File: src/design/lcd_cpt_pkg.sv
`default_nettype none
package lcd_cpt_pkg;

    localparam int LCD_BUFFER_DEPTH = 32;

    localparam int IN_BYTE_W  = 7;
    localparam int LCD_BYTE_W = 8;
    localparam int QUAL_W     = 5;

    localparam logic [1:0] OP_STRING  = 2'd0;
    localparam logic [1:0] OP_CONFIG  = 2'd1;
    localparam logic [1:0] OP_GOTO    = 2'd2;
    localparam logic [1:0] OP_GENERIC = 2'd3;

    localparam logic [1:0] PH_HEADER = 2'd0;
    localparam logic [1:0] PH_STRING = 2'd1;
    localparam logic [1:0] PH_GOTO   = 2'd2;

    localparam logic [QUAL_W-1:0] QUAL_CFG_ONE_LINE  = 5'd0;
    localparam logic [QUAL_W-1:0] QUAL_CFG_TWO_LINE  = 5'd1;
    localparam logic [QUAL_W-1:0] QUAL_CFG_LARGE     = 5'd2;
    localparam logic [QUAL_W-1:0] QUAL_CFG_SIZE3     = 5'd3;
    localparam logic [QUAL_W-1:0] QUAL_GEN_VERSION   = 5'd0;
    localparam logic [QUAL_W-1:0] QUAL_GEN_CLEAR     = 5'd1;

    localparam logic [LCD_BYTE_W-1:0] CMD_CLEAR    = 8'h01;
    localparam logic [LCD_BYTE_W-1:0] CMD_FUNCTION = 8'h30;
    localparam logic [LCD_BYTE_W-1:0] CMD_ADDRESS  = 8'h80;

    localparam logic [1:0] DISPLAY_MODE_RESET = 2'd2;

    localparam logic [QUAL_W-1:0] VERSION_LAST = 5'd14;

    typedef enum logic [1:0] {
        EMIT_NONE    = 2'd0,
        EMIT_SINGLE  = 2'd1,
        EMIT_STRING  = 2'd2,
        EMIT_VERSION = 2'd3
    } t_emit;

    // Commands from the controller to the datapath.
    typedef struct packed {
        logic accept;
        logic load_single;
        logic rd_mem;
        logic load_str;
        logic load_ver;
    } t_ctrl_cmd;

    // Status from the datapath to the controller.
    typedef struct packed {
        t_emit emit;
        logic  slot_free;
        logic  str_last;
        logic  ver_last;
    } t_dp_status;

    function automatic logic [LCD_BYTE_W-1:0] line_offset(input logic [1:0] row);
        logic [LCD_BYTE_W-1:0] v;
        unique case (row)
            2'd0: v = 8'h00;
            2'd1: v = 8'h40;
            2'd2: v = 8'h14;
            2'd3: v = 8'h54;
            default: v = 8'h00;
        endcase
        return v;
    endfunction

    // "LCD display v.2"
    function automatic logic [IN_BYTE_W-1:0] version_char(input logic [QUAL_W-1:0] idx);
        logic [IN_BYTE_W-1:0] c;
        unique case (idx)
            5'd0:  c = 7'h4C;
            5'd1:  c = 7'h43;
            5'd2:  c = 7'h44;
            5'd3:  c = 7'h20;
            5'd4:  c = 7'h64;
            5'd5:  c = 7'h69;
            5'd6:  c = 7'h73;
            5'd7:  c = 7'h70;
            5'd8:  c = 7'h6C;
            5'd9:  c = 7'h61;
            5'd10: c = 7'h79;
            5'd11: c = 7'h20;
            5'd12: c = 7'h76;
            5'd13: c = 7'h2E;
            5'd14: c = 7'h32;
            default: c = 7'h20;
        endcase
        return c;
    endfunction

endpackage
`default_nettype wire

File: src/design/lcd_cpt_dp.sv
`default_nettype none
module lcd_cpt_dp #(
    parameter int BUFFER_DEPTH = lcd_cpt_pkg::LCD_BUFFER_DEPTH
) (
    input  wire logic                               i_clk,
    input  wire logic                               i_rst_n,
    input  wire logic [lcd_cpt_pkg::IN_BYTE_W-1:0]  i_in_byte,
    input  wire lcd_cpt_pkg::t_ctrl_cmd             i_cmd,
    input  wire logic                               i_out_ready,
    output lcd_cpt_pkg::t_dp_status                 o_status,
    output logic                                    o_out_valid,
    output logic                                    o_out_is_data,
    output logic [lcd_cpt_pkg::LCD_BYTE_W-1:0]      o_out_byte,
    output logic                                    o_out_last
);
    import lcd_cpt_pkg::*;

    localparam int AW = $clog2(BUFFER_DEPTH);

    logic [1:0]            r_phase, n_phase;
    logic [QUAL_W-1:0]     r_len, n_len;
    logic [QUAL_W-1:0]     r_idx, n_idx;
    logic [1:0]            r_mode, n_mode;
    logic                  r_font, n_font;
    logic [1:0]            r_row, n_row;
    logic [QUAL_W-1:0]     r_cnt;
    logic [IN_BYTE_W-1:0]  r_rd_data;
    logic [LCD_BYTE_W-1:0] r_single, n_single;
    logic                  r_single_is_data;
    logic                  r_out_valid;
    logic                  r_out_is_data;
    logic [LCD_BYTE_W-1:0] r_out_byte;
    logic                  r_out_last;
    logic [IN_BYTE_W-1:0]  r_mem [BUFFER_DEPTH];

    logic [1:0]        w_op;
    logic [QUAL_W-1:0] w_qual;
    logic [QUAL_W-1:0] w_idx_inc;
    t_emit             w_emit;
    logic              w_mem_we;

    assign w_op      = i_in_byte[6:5];
    assign w_qual    = i_in_byte[QUAL_W-1:0];
    assign w_idx_inc = r_idx + 5'd1;

    // Packet decode: next parse state and what the accepted byte emits.
    always_comb begin
        n_phase  = PH_HEADER;
        n_len    = r_len;
        n_idx    = r_idx;
        n_mode   = r_mode;
        n_font   = r_font;
        n_row    = r_row;
        n_single = r_single;
        w_emit   = EMIT_NONE;
        w_mem_we = 1'b0;
        unique case (r_phase)
            PH_STRING: begin
                w_mem_we = 1'b1;
                if (w_idx_inc >= r_len) begin
                    w_emit = EMIT_STRING;
                    n_idx  = '0;
                end else begin
                    n_idx   = w_idx_inc;
                    n_phase = PH_STRING;
                end
            end
            PH_GOTO: begin
                n_single = CMD_ADDRESS | (line_offset(r_row) + {1'b0, i_in_byte});
                w_emit   = EMIT_SINGLE;
            end
            default: begin
                unique case (w_op)
                    OP_STRING: begin
                        n_len = w_qual;
                        n_idx = '0;
                        if (w_qual != '0) begin
                            n_phase = PH_STRING;
                        end
                    end
                    OP_CONFIG: begin
                        if (w_qual == QUAL_CFG_ONE_LINE || w_qual == QUAL_CFG_TWO_LINE ||
                            w_qual == QUAL_CFG_SIZE3) begin
                            n_mode = w_qual[1:0];
                            if (w_qual[1:0] != 2'd0) begin
                                n_font = 1'b0;
                            end
                            w_emit = EMIT_SINGLE;
                        end else if (w_qual == QUAL_CFG_LARGE) begin
                            if (r_mode != 2'd0) begin
                                n_font = 1'b1;
                            end
                            w_emit = EMIT_SINGLE;
                        end
                        n_single = CMD_FUNCTION | {4'd0, (n_mode != 2'd0), n_font, 2'd0};
                    end
                    OP_GOTO: begin
                        n_row   = w_qual[1:0];
                        n_phase = PH_GOTO;
                    end
                    default: begin
                        if (w_qual == QUAL_GEN_VERSION) begin
                            w_emit = EMIT_VERSION;
                        end else if (w_qual == QUAL_GEN_CLEAR) begin
                            n_single = CMD_CLEAR;
                            w_emit   = EMIT_SINGLE;
                        end
                    end
                endcase
            end
        endcase
    end

    always_ff @(posedge i_clk) begin
        if (!i_rst_n) begin
            r_phase <= PH_HEADER;
            r_len   <= '0;
            r_idx   <= '0;
            r_mode  <= DISPLAY_MODE_RESET;
            r_font  <= 1'b0;
            r_row   <= '0;
        end else if (i_cmd.accept) begin
            r_phase <= n_phase;
            r_len   <= n_len;
            r_idx   <= n_idx;
            r_mode  <= n_mode;
            r_font  <= n_font;
            r_row   <= n_row;
        end
    end

    always_ff @(posedge i_clk) begin
        if (i_cmd.accept) begin
            r_single         <= n_single;
            r_single_is_data <= 1'b0;
        end
    end

    always_ff @(posedge i_clk) begin
        if (i_cmd.accept) begin
            r_cnt <= '0;
        end else if (i_cmd.load_str || i_cmd.load_ver) begin
            r_cnt <= r_cnt + 5'd1;
        end
    end

    // Character buffer: one write port at accept, one registered read port.
    always_ff @(posedge i_clk) begin
        if (i_cmd.accept && w_mem_we) begin
            r_mem[r_idx[AW-1:0]] <= i_in_byte;
        end
        if (i_cmd.rd_mem) begin
            r_rd_data <= r_mem[r_cnt[AW-1:0]];
        end
    end

    always_ff @(posedge i_clk) begin
        if (!i_rst_n) begin
            r_out_valid <= 1'b0;
        end else if (i_cmd.load_single || i_cmd.load_str || i_cmd.load_ver) begin
            r_out_valid <= 1'b1;
        end else if (i_out_ready) begin
            r_out_valid <= 1'b0;
        end
    end

    always_ff @(posedge i_clk) begin
        priority if (i_cmd.load_single) begin
            r_out_is_data <= r_single_is_data;
            r_out_byte    <= r_single;
            r_out_last    <= 1'b1;
        end else if (i_cmd.load_str) begin
            r_out_is_data <= 1'b1;
            r_out_byte    <= {1'b0, r_rd_data};
            r_out_last    <= (r_cnt == r_len - 5'd1);
        end else if (i_cmd.load_ver) begin
            r_out_is_data <= 1'b1;
            r_out_byte    <= {1'b0, version_char(r_cnt)};
            r_out_last    <= (r_cnt == VERSION_LAST);
        end
    end

    assign o_status.emit      = w_emit;
    assign o_status.slot_free = !r_out_valid || i_out_ready;
    assign o_status.str_last  = (r_cnt == r_len - 5'd1);
    assign o_status.ver_last  = (r_cnt == VERSION_LAST);

    assign o_out_valid   = r_out_valid;
    assign o_out_is_data = r_out_is_data;
    assign o_out_byte    = r_out_byte;
    assign o_out_last    = r_out_last;

endmodule
`default_nettype wire

File: src/design/lcd_cpt_ctrl.sv
`default_nettype none
module lcd_cpt_ctrl (
    input  wire logic                    i_clk,
    input  wire logic                    i_rst_n,
    input  wire logic                    i_in_valid,
    input  wire lcd_cpt_pkg::t_dp_status i_status,
    output logic                         o_in_ready,
    output lcd_cpt_pkg::t_ctrl_cmd       o_cmd
);
    import lcd_cpt_pkg::*;

    typedef enum logic [4:0] {
        S_IDLE   = 5'b00001,
        S_SINGLE = 5'b00010,
        S_STR_RD = 5'b00100,
        S_STR_WR = 5'b01000,
        S_VER    = 5'b10000
    } t_state;

    t_state r_state, n_state;
    logic   w_accept;

    assign o_in_ready = (r_state == S_IDLE);
    assign w_accept   = i_in_valid && o_in_ready;

    always_comb begin
        n_state = r_state;
        o_cmd   = '0;
        o_cmd.accept = w_accept;
        unique case (r_state)
            S_IDLE: begin
                if (w_accept) begin
                    unique case (i_status.emit)
                        EMIT_SINGLE:  n_state = S_SINGLE;
                        EMIT_STRING:  n_state = S_STR_RD;
                        EMIT_VERSION: n_state = S_VER;
                        default:      n_state = S_IDLE;
                    endcase
                end
            end
            S_SINGLE: begin
                if (i_status.slot_free) begin
                    o_cmd.load_single = 1'b1;
                    n_state = S_IDLE;
                end
            end
            S_STR_RD: begin
                o_cmd.rd_mem = 1'b1;
                n_state = S_STR_WR;
            end
            S_STR_WR: begin
                if (i_status.slot_free) begin
                    o_cmd.load_str = 1'b1;
                    n_state = i_status.str_last ? S_IDLE : S_STR_RD;
                end
            end
            S_VER: begin
                if (i_status.slot_free) begin
                    o_cmd.load_ver = 1'b1;
                    if (i_status.ver_last) begin
                        n_state = S_IDLE;
                    end
                end
            end
            default: n_state = S_IDLE;
        endcase
    end

    always_ff @(posedge i_clk) begin
        if (!i_rst_n) begin
            r_state <= S_IDLE;
        end else begin
            r_state <= n_state;
        end
    end

endmodule
`default_nettype wire

File: src/design/lcd_command_packet_translator_core.sv
// Character-LCD packet translator. Bytes of 7 bits arrive on the slave stream, one
// per transfer; each packet is a header (opcode in bits 6:5, qualifier in bits 4:0)
// and an optional payload. The master stream carries the resulting display writes:
// tdata is the byte for the display controller, tuser is 1 for a character data
// write and 0 for an instruction write, and tlast marks the final write caused by
// one input byte. A string packet (opcode 0) collects qualifier characters and sends
// them all when the last one arrives; opcode 1 updates the line count or large-font
// flag and sends a function-set instruction; opcode 2 latches a row and takes a
// column byte, then sends the set-address instruction; opcode 3 sends the 15-character
// version text or a clear instruction. Timing: a byte that causes no write leaves the
// port ready, so the next byte can follow at once. A single instruction write passes
// S_SINGLE and the output register; the port is ready again in the cycle it appears.
// A buffered string passes each character through S_STR_RD and then S_STR_WR, since
// it goes through the registered read port of the character buffer; the version text
// costs one cycle per character. The slave port stays low on tready while writes of
// a packet are still being produced, and an output stall holds the whole sequence.
`default_nettype none
module lcd_command_packet_translator_core #(
    parameter int BUFFER_DEPTH = lcd_cpt_pkg::LCD_BUFFER_DEPTH
) (
    input  wire logic       i_clk,
    input  wire logic       i_rst_n,
    // Slave stream.
    input  wire logic       i_s_axis_tvalid,
    output logic            o_s_axis_tready,
    input  wire logic [7:0] i_s_axis_tdata,   // [6:0] in_byte, [7] zero
    // Master stream.
    output logic            o_m_axis_tvalid,
    input  wire logic       i_m_axis_tready,
    output logic [7:0]      o_m_axis_tdata,   // [7:0] lcd_byte
    output logic            o_m_axis_tuser,   // [0] is_data
    output logic            o_m_axis_tlast    // last write caused by one input byte
);
    import lcd_cpt_pkg::*;

    t_ctrl_cmd  w_cmd;
    t_dp_status w_status;

    // The controller sequences the writes of one packet at a time.
    lcd_cpt_ctrl u_ctrl (
        .i_clk      (i_clk),
        .i_rst_n    (i_rst_n),
        .i_in_valid (i_s_axis_tvalid),
        .i_status   (w_status),
        .o_in_ready (o_s_axis_tready),
        .o_cmd      (w_cmd)
    );

    // The datapath holds the parse state, display flags, character buffer and
    // the output register that separates the two stream sides.
    lcd_cpt_dp #(
        .BUFFER_DEPTH (BUFFER_DEPTH)
    ) u_dp (
        .i_clk         (i_clk),
        .i_rst_n       (i_rst_n),
        .i_in_byte     (i_s_axis_tdata[IN_BYTE_W-1:0]),
        .i_cmd         (w_cmd),
        .i_out_ready   (i_m_axis_tready),
        .o_status      (w_status),
        .o_out_valid   (o_m_axis_tvalid),
        .o_out_is_data (o_m_axis_tuser),
        .o_out_byte    (o_m_axis_tdata),
        .o_out_last    (o_m_axis_tlast)
    );

endmodule
`default_nettype wire

File: config.mk
export PLATFORM = sky130hd
export DESIGN_NAME = lcd_command_packet_translator_core
export DESIGN_NICKNAME = d
export VERILOG_FILES = /design/src/design/lcd_cpt_pkg.sv /design/src/design/lcd_cpt_dp.sv /design/src/design/lcd_cpt_ctrl.sv /design/src/design/lcd_command_packet_translator_core.sv
export SDC_FILE = /design/constraint.sdc
export NUM_CORES = 1
export LEC_CHECK = 0
export BUFFER_PORTS_ARGS = -buffer_cell sky130_fd_sc_hd__buf_2
export CORE_ASPECT_RATIO = 0.6
export CORE_MARGIN = 3
export CORE_UTILIZATION = 40
export DETAILED_ROUTE_END_ITERATION = 16
export GPL_TIMING_DRIVEN = 0
export MAX_ROUTING_LAYER = met4
export PLACE_DENSITY_LB_ADDON = 0.08
export SLEW_MARGIN = 30
export SYNTH_ARGS = -nofsm -noshare
export SYNTH_HDL_FRONTEND = slang
export SYNTH_SLANG_ARGS = --single-unit
File: constraint.sdc
create_clock -name i_clk -period 3.05 [get_ports i_clk]
set_clock_uncertainty 0.05 [all_clocks]
set_input_delay 0.305 -clock i_clk [delete_from_list [all_inputs] [get_ports i_clk]]
set_output_delay 0.305 -clock i_clk [all_outputs]
set_load 0.005 [all_outputs]
==> impl_metrics.xml <==
<?xml version="1.0" encoding="UTF-8"?>
<metrics>
  <group name="yosys">
    <metric name="synth-seq-area-share" unit="%">68.4</metric>
    <metric name="ys_types" unit="">52</metric>
    <metric name="postSynthRegisterBits" unit="">284</metric>
    <metric name="synth.avg_cell_area" unit="um2">16.9</metric>
    <metric name="synth-warning-count" unit="">0</metric>
    <metric name="synth_edf_count" unit="">248</metric>
    <metric name="synth_cells" unit="">707</metric>
    <metric name="synth_fp_nets" unit="">741</metric>
    <metric name="synth_ff_type" unit="">sky130_fd_sc_hd__edfxtp_1</metric>
    <metric name="synth.cell_area" unit="um2">11900</metric>
    <metric name="asyncSetResetFlopFracSynth" unit="%">0</metric>
  </group>
  <group name="cts">
    <metric name="clock_sinks" unit="">284</metric>
    <metric name="clock_latency" unit="ns">0.55</metric>
    <metric name="clkSlewWorstSetupHoldPaths" unit="ns">0.06</metric>
    <metric name="ctsRootBufferMaster" unit="">sky130_fd_sc_hd__clkbuf_16</metric>
    <metric name="cts_tree" unit="">done</metric>
    <metric name="cts_made_buffers" unit="">29</metric>
    <metric name="max-clock-path-buffers" unit="">3</metric>
    <metric name="post-cts-setup-buffer-count" unit="">0</metric>
    <metric name="cts-htree-levels" unit="">1</metric>
  </group>
  <group name="critical_path">
    <metric name="timing.reg2reg.setup_slack" unit="ns">0.06</metric>
    <metric name="worstRegToRegCells" unit="">6</metric>
    <metric name="cell_with_the_biggest_individual_delay_on_the_critical_path" unit="">sky130_fd_sc_hd__nor2_2</metric>
    <metric name="crit_path_start_kind" unit="">flop</metric>
    <metric name="regToRegStartpoint" unit="">u_ctrl.r_state[1]</metric>
    <metric name="critical_path.reg2reg.endpoint" unit="">u_dp.r_mem[3][5]</metric>
    <metric name="cpLargestDelayFamily" unit="">simple AND/OR/NAND/NOR gates</metric>
    <metric name="signal_arrival_time_at_the_worst_endpoint" unit="ns">3.13</metric>
    <metric name="slowest_delay" unit="ns">0.59</metric>
    <metric name="count_of_buffer_and_inverter_cells_on_the_critical_path" unit="">2</metric>
    <metric name="setup.worst_path.class" unit="">reg2reg</metric>
    <metric name="critical_path.endpoint_type" unit="">flop</metric>
    <metric name="path_max_fanout" unit="">10</metric>
    <metric name="worst-endpoint-required" unit="ns">3.19</metric>
    <metric name="path_cells" unit="">buf_2 &gt; or2_2 &gt; nor2_1 &gt; clkbuf_2 &gt; nand3_2 &gt; nor2_2</metric>
  </group>
  <group name="sta">
    <metric name="max-slew-margin-rel" unit="%">42.8</metric>
    <metric name="achievable-frequency" unit="GHz">0.335</metric>
    <metric name="final_clock_period_utilization_by_the_worst_path" unit="%">98.0</metric>
    <metric name="postLayoutSetupSlackWorst" unit="ns">0.0611</metric>
    <metric name="final-max-slew-violation-count" unit="">0</metric>
    <metric name="hold_violations" unit="">0</metric>
    <metric name="worst_max_slew_pin_slew" unit="ns">0.858</metric>
    <metric name="min_period" unit="ns">2.99</metric>
    <metric name="rsz0062_at_grt" unit="">yes</metric>
    <metric name="report.final.setup_viol" unit="">0</metric>
    <metric name="hold_slack" unit="ns">0.142</metric>
    <metric name="setup_total_negative_slack" unit="ns">0</metric>
  </group>
  <group name="pwr">
    <metric name="power.density_cell_area" unit="nW/um2">589</metric>
    <metric name="share_clk_of_total_power" unit="%">44.3</metric>
    <metric name="static-leakage-power" unit="nW">4.41</metric>
    <metric name="p_comb_share" unit="%">2.9</metric>
    <metric name="vdd_ir_max" unit="mV">0.357</metric>
    <metric name="switching_power" unit="mW">1.66</metric>
    <metric name="switching_share_of_total_power" unit="%">20.6</metric>
    <metric name="seq_power_share" unit="%">52.8</metric>
    <metric name="cellInternalPower" unit="mW">6.38</metric>
  </group>
  <group name="min_path">
    <metric name="hold-path-cell-count" unit="">3</metric>
    <metric name="hold_path.startpoint" unit="">i_m_axis_tready</metric>
    <metric name="holdCritPathClass" unit="">in2reg</metric>
    <metric name="hold_end" unit="">u_dp.o_out_valid</metric>
  </group>
  <group name="floorplanning">
    <metric name="placeableCoreArea" unit="um2">29100</metric>
    <metric name="chipWidth" unit="um">229</metric>
    <metric name="boundaryPins" unit="">24</metric>
    <metric name="die_h" unit="um">140</metric>
    <metric name="start_util" unit="%">41.1</metric>
    <metric name="site_rows" unit="">48</metric>
    <metric name="design.die.area" unit="um2">32000</metric>
  </group>
  <group name="route">
    <metric name="wl_per_cell" unit="um">24.7</metric>
    <metric name="drc_viols" unit="">0</metric>
    <metric name="routed_via_density" unit="">5.57</metric>
    <metric name="drt_first_iter_violations" unit="">603</metric>
    <metric name="dr_pass1_iterations" unit="">5</metric>
    <metric name="antenna_violating_nets_post_route" unit="">0</metric>
    <metric name="via_count" unit="">6595</metric>
    <metric name="finalWirelength" unit="um">29300</metric>
  </group>
  <group name="grt">
    <metric name="antenna_violations_before_repair" unit="">1</metric>
    <metric name="gr-usage-all-layers" unit="%">18.9</metric>
    <metric name="grt_use_met1" unit="%">29.4</metric>
    <metric name="grt-ovfl-total" unit="">0</metric>
    <metric name="grt_max_degree" unit="">38</metric>
    <metric name="grt_pass1_wl" unit="um">42900</metric>
    <metric name="met2_track_utilization_from_global_routing" unit="%">25.1</metric>
    <metric name="grt_pass1_vias" unit="">6580</metric>
    <metric name="gr-usage-met3" unit="%">5.14</metric>
    <metric name="grt.busiest_layer" unit="">met1</metric>
  </group>
  <group name="status">
    <metric name="outcome" unit="">finished, final reports clean</metric>
  </group>
  <group name="placed_design">
    <metric name="io_buffers" unit="">22</metric>
    <metric name="finalWeightedCongestion" unit="">0.815</metric>
    <metric name="detailed_place.area" unit="um2">12600</metric>
    <metric name="detailedPlacementHpwl" unit="um">19700</metric>
    <metric name="detailedPlace.worstSlack" unit="ns">-0.466</metric>
  </group>
  <group name="job">
    <metric name="maxCapViolCount" unit="">0</metric>
  </group>
  <group name="finish">
    <metric name="final_area" unit="um2">13600</metric>
    <metric name="antennaDiodeCount" unit="">0</metric>
    <metric name="nFillCells" unit="">2520</metric>
    <metric name="final_layout_size_suffix_gt1_share" unit="%">25.8</metric>
    <metric name="multiInputGateArea" unit="um2">3630</metric>
    <metric name="ff_latch_area" unit="um2">8170</metric>
    <metric name="design.final.nets" unit="">796</metric>
    <metric name="layout-area-overhead-vs-synth" unit="%">14.2</metric>
  </group>
</metrics>
## power by group through the flow
stage               clock [mW]  sequential (mW)  combinational, mW
floorplan                    0             4.33              0.114
global placement             0             4.33              0.218
detailed placement           0             4.33              0.226
CTS                       3.63             4.25              0.232
global route              3.80             4.25              0.255
finish                    3.56             4.25              0.233
## routing by layer
layer,vias up,share of wire [%]
li1,2885,-
met5,-,0
met3,32,7.8
met4,0,1.2
met1,3455,50
met2,223,41
## per-stage QoR
stage / cells / utilization [%] / power, mW
3_3_place_gp: 1129 / 43.2 / 4.55
3_5_place_dp: 1129 / 43.2 / 4.56
2_1_floorplan: 707 / - / 4.44
4_1_cts: 1184 / 46.9 / 8.10
5_1_grt: 1184 / 46.9 / 8.30
6_report: 1184 / 46.9 / 8.04
## registers in the layout, indices dropped and copies added (netlist names), named ones only
signal              count
u_ctrl.r_state          5
u_dp.o_out_byte         8
u_dp.o_out_is_data      1
u_dp.o_out_last         1
u_dp.o_out_valid        1
u_dp.r_cnt              5
u_dp.r_font             1
u_dp.r_idx              5
u_dp.r_len              5
u_dp.r_mem            224
u_dp.r_mode             2
u_dp.r_phase            2
u_dp.r_rd_data          7
u_dp.r_row              2
u_dp.r_single           8
## synthesized netlist by cell type (all sizes together), types with 2 or more instances
library cell  count  share of area (%)
mux2i            12                1.0
o32ai             2               0.15
nand3            13               0.55
mux4             70                 13
edfxtp          248                 62
o21ai            14               0.59
a21oi            27                1.1
o21a              2               0.13
nand4b            4               0.29
a22o              2               0.15
and3              2               0.10
or2               2               0.10
a21boi            4               0.25
and3b             2               0.15
nor2             64                2.0
nor3              6               0.25
dfxtp            36                6.0
nor3b             9               0.57
xnor2            10               0.73
inv              18               0.57
a21o              3               0.19
xor2              8               0.59
buf              19               0.93
nand4             4               0.21
ha               22                2.3
nand2b            6               0.31
o22ai             3               0.16
a22oi             5               0.31
clkbuf           20               0.63
mux2              8               0.75
nor2b            20                1.0
nand2            18               0.57
o211ai            2               0.13
nand3b            3               0.19
or3               5               0.26
## cell type report
type / instances / share of cell area [%]
flip-flops and latches: 284 / 59.9
multi-input cells: 366 / 26.6
clock buffers: 32 / 5.40
well taps: 400 / 3.67
clock inverters: 21 / 1.54
plain buffers: 39 / 1.39
repair buffers: 24 / 0.954
inverters: 18 / 0.496
## timing repair
item                                    CTS  global route
endpoints found under the setup margin  228            28
hold buffers                              2             0
resized for setup                        38             3
hold endpoints to repair                  4             0
## worst min-delay path, cell delays in order
cell and delay (ns):
sky130_fd_sc_hd__buf_2 0.09, sky130_fd_sc_hd__nand2b_1 0.19, sky130_fd_sc_hd__a21boi_0 0.11
## worst max path at each step
stage                            startpoint           endpoint  slack [ns]  cells after the start
after floorplan               u_dp.r_cnt[1]  u_dp.r_rd_data[0]        0.74                      5
after global placement    u_ctrl.r_state[1]  u_dp.r_mem[24][0]       -0.50                      6
after detailed placement  u_ctrl.r_state[1]  u_dp.r_mem[24][6]       -0.47                      6
after CTS                     u_dp.r_idx[3]      u_dp.r_idx[2]        0.05                      9
after global routing      u_ctrl.r_state[1]   u_dp.r_mem[4][1]       -0.03                      6
final                     u_ctrl.r_state[1]   u_dp.r_mem[3][5]        0.06                      6
## layout by cell type (no fill, tap or decap), types with 5 or more instances in the layout
cell type                   Yosys  routed
sky130_fd_sc_hd__xor2_1         8       8
sky130_fd_sc_hd__nand3_1       13       9
sky130_fd_sc_hd__mux4_2        70      70
sky130_fd_sc_hd__a22oi_1        5       5
sky130_fd_sc_hd__mux2_2         8       8
sky130_fd_sc_hd__nand2_1       18      18
sky130_fd_sc_hd__inv_1         18      18
sky130_fd_sc_hd__dfxtp_1       36      36
sky130_fd_sc_hd__clkbuf_16      0      29
sky130_fd_sc_hd__mux2i_1       12      12
sky130_fd_sc_hd__edfxtp_1     248     248
sky130_fd_sc_hd__or3_1          5       5
sky130_fd_sc_hd__nor2_1        64      32
sky130_fd_sc_hd__clkbuf_1      20      22
sky130_fd_sc_hd__nor2_2         0      30
sky130_fd_sc_hd__clkinv_1       0       7
sky130_fd_sc_hd__a21oi_1       27      27
sky130_fd_sc_hd__clkinv_2       0       5
sky130_fd_sc_hd__nor3b_1        9       9
sky130_fd_sc_hd__o21ai_0       14      14
sky130_fd_sc_hd__ha_1          22      22
sky130_fd_sc_hd__nand2b_1       6       6
sky130_fd_sc_hd__nor2b_1       20      20
sky130_fd_sc_hd__buf_4          6       6
sky130_fd_sc_hd__buf_2          8      31
sky130_fd_sc_hd__xnor2_1       10      10
## cells by family (layout without fill, tap and decap cells)
group / count (synthesis) / after routing / share of synthesized area (%)
flip-flops: 284 / 284 / 68.4
AND/OR/NAND/NOR: 165 / 165 / 7.12
multiplexers: 90 / 90 / 15.0
AO/OA/AOI/OAI: 71 / 71 / 3.72
buffers and inverters: 57 / 134 / 2.13
adder cells (fa/ha/maj): 22 / 22 / 2.31
XOR/XNOR: 18 / 18 / 1.32
Note: power is estimated with default switching activity, not from simulation.
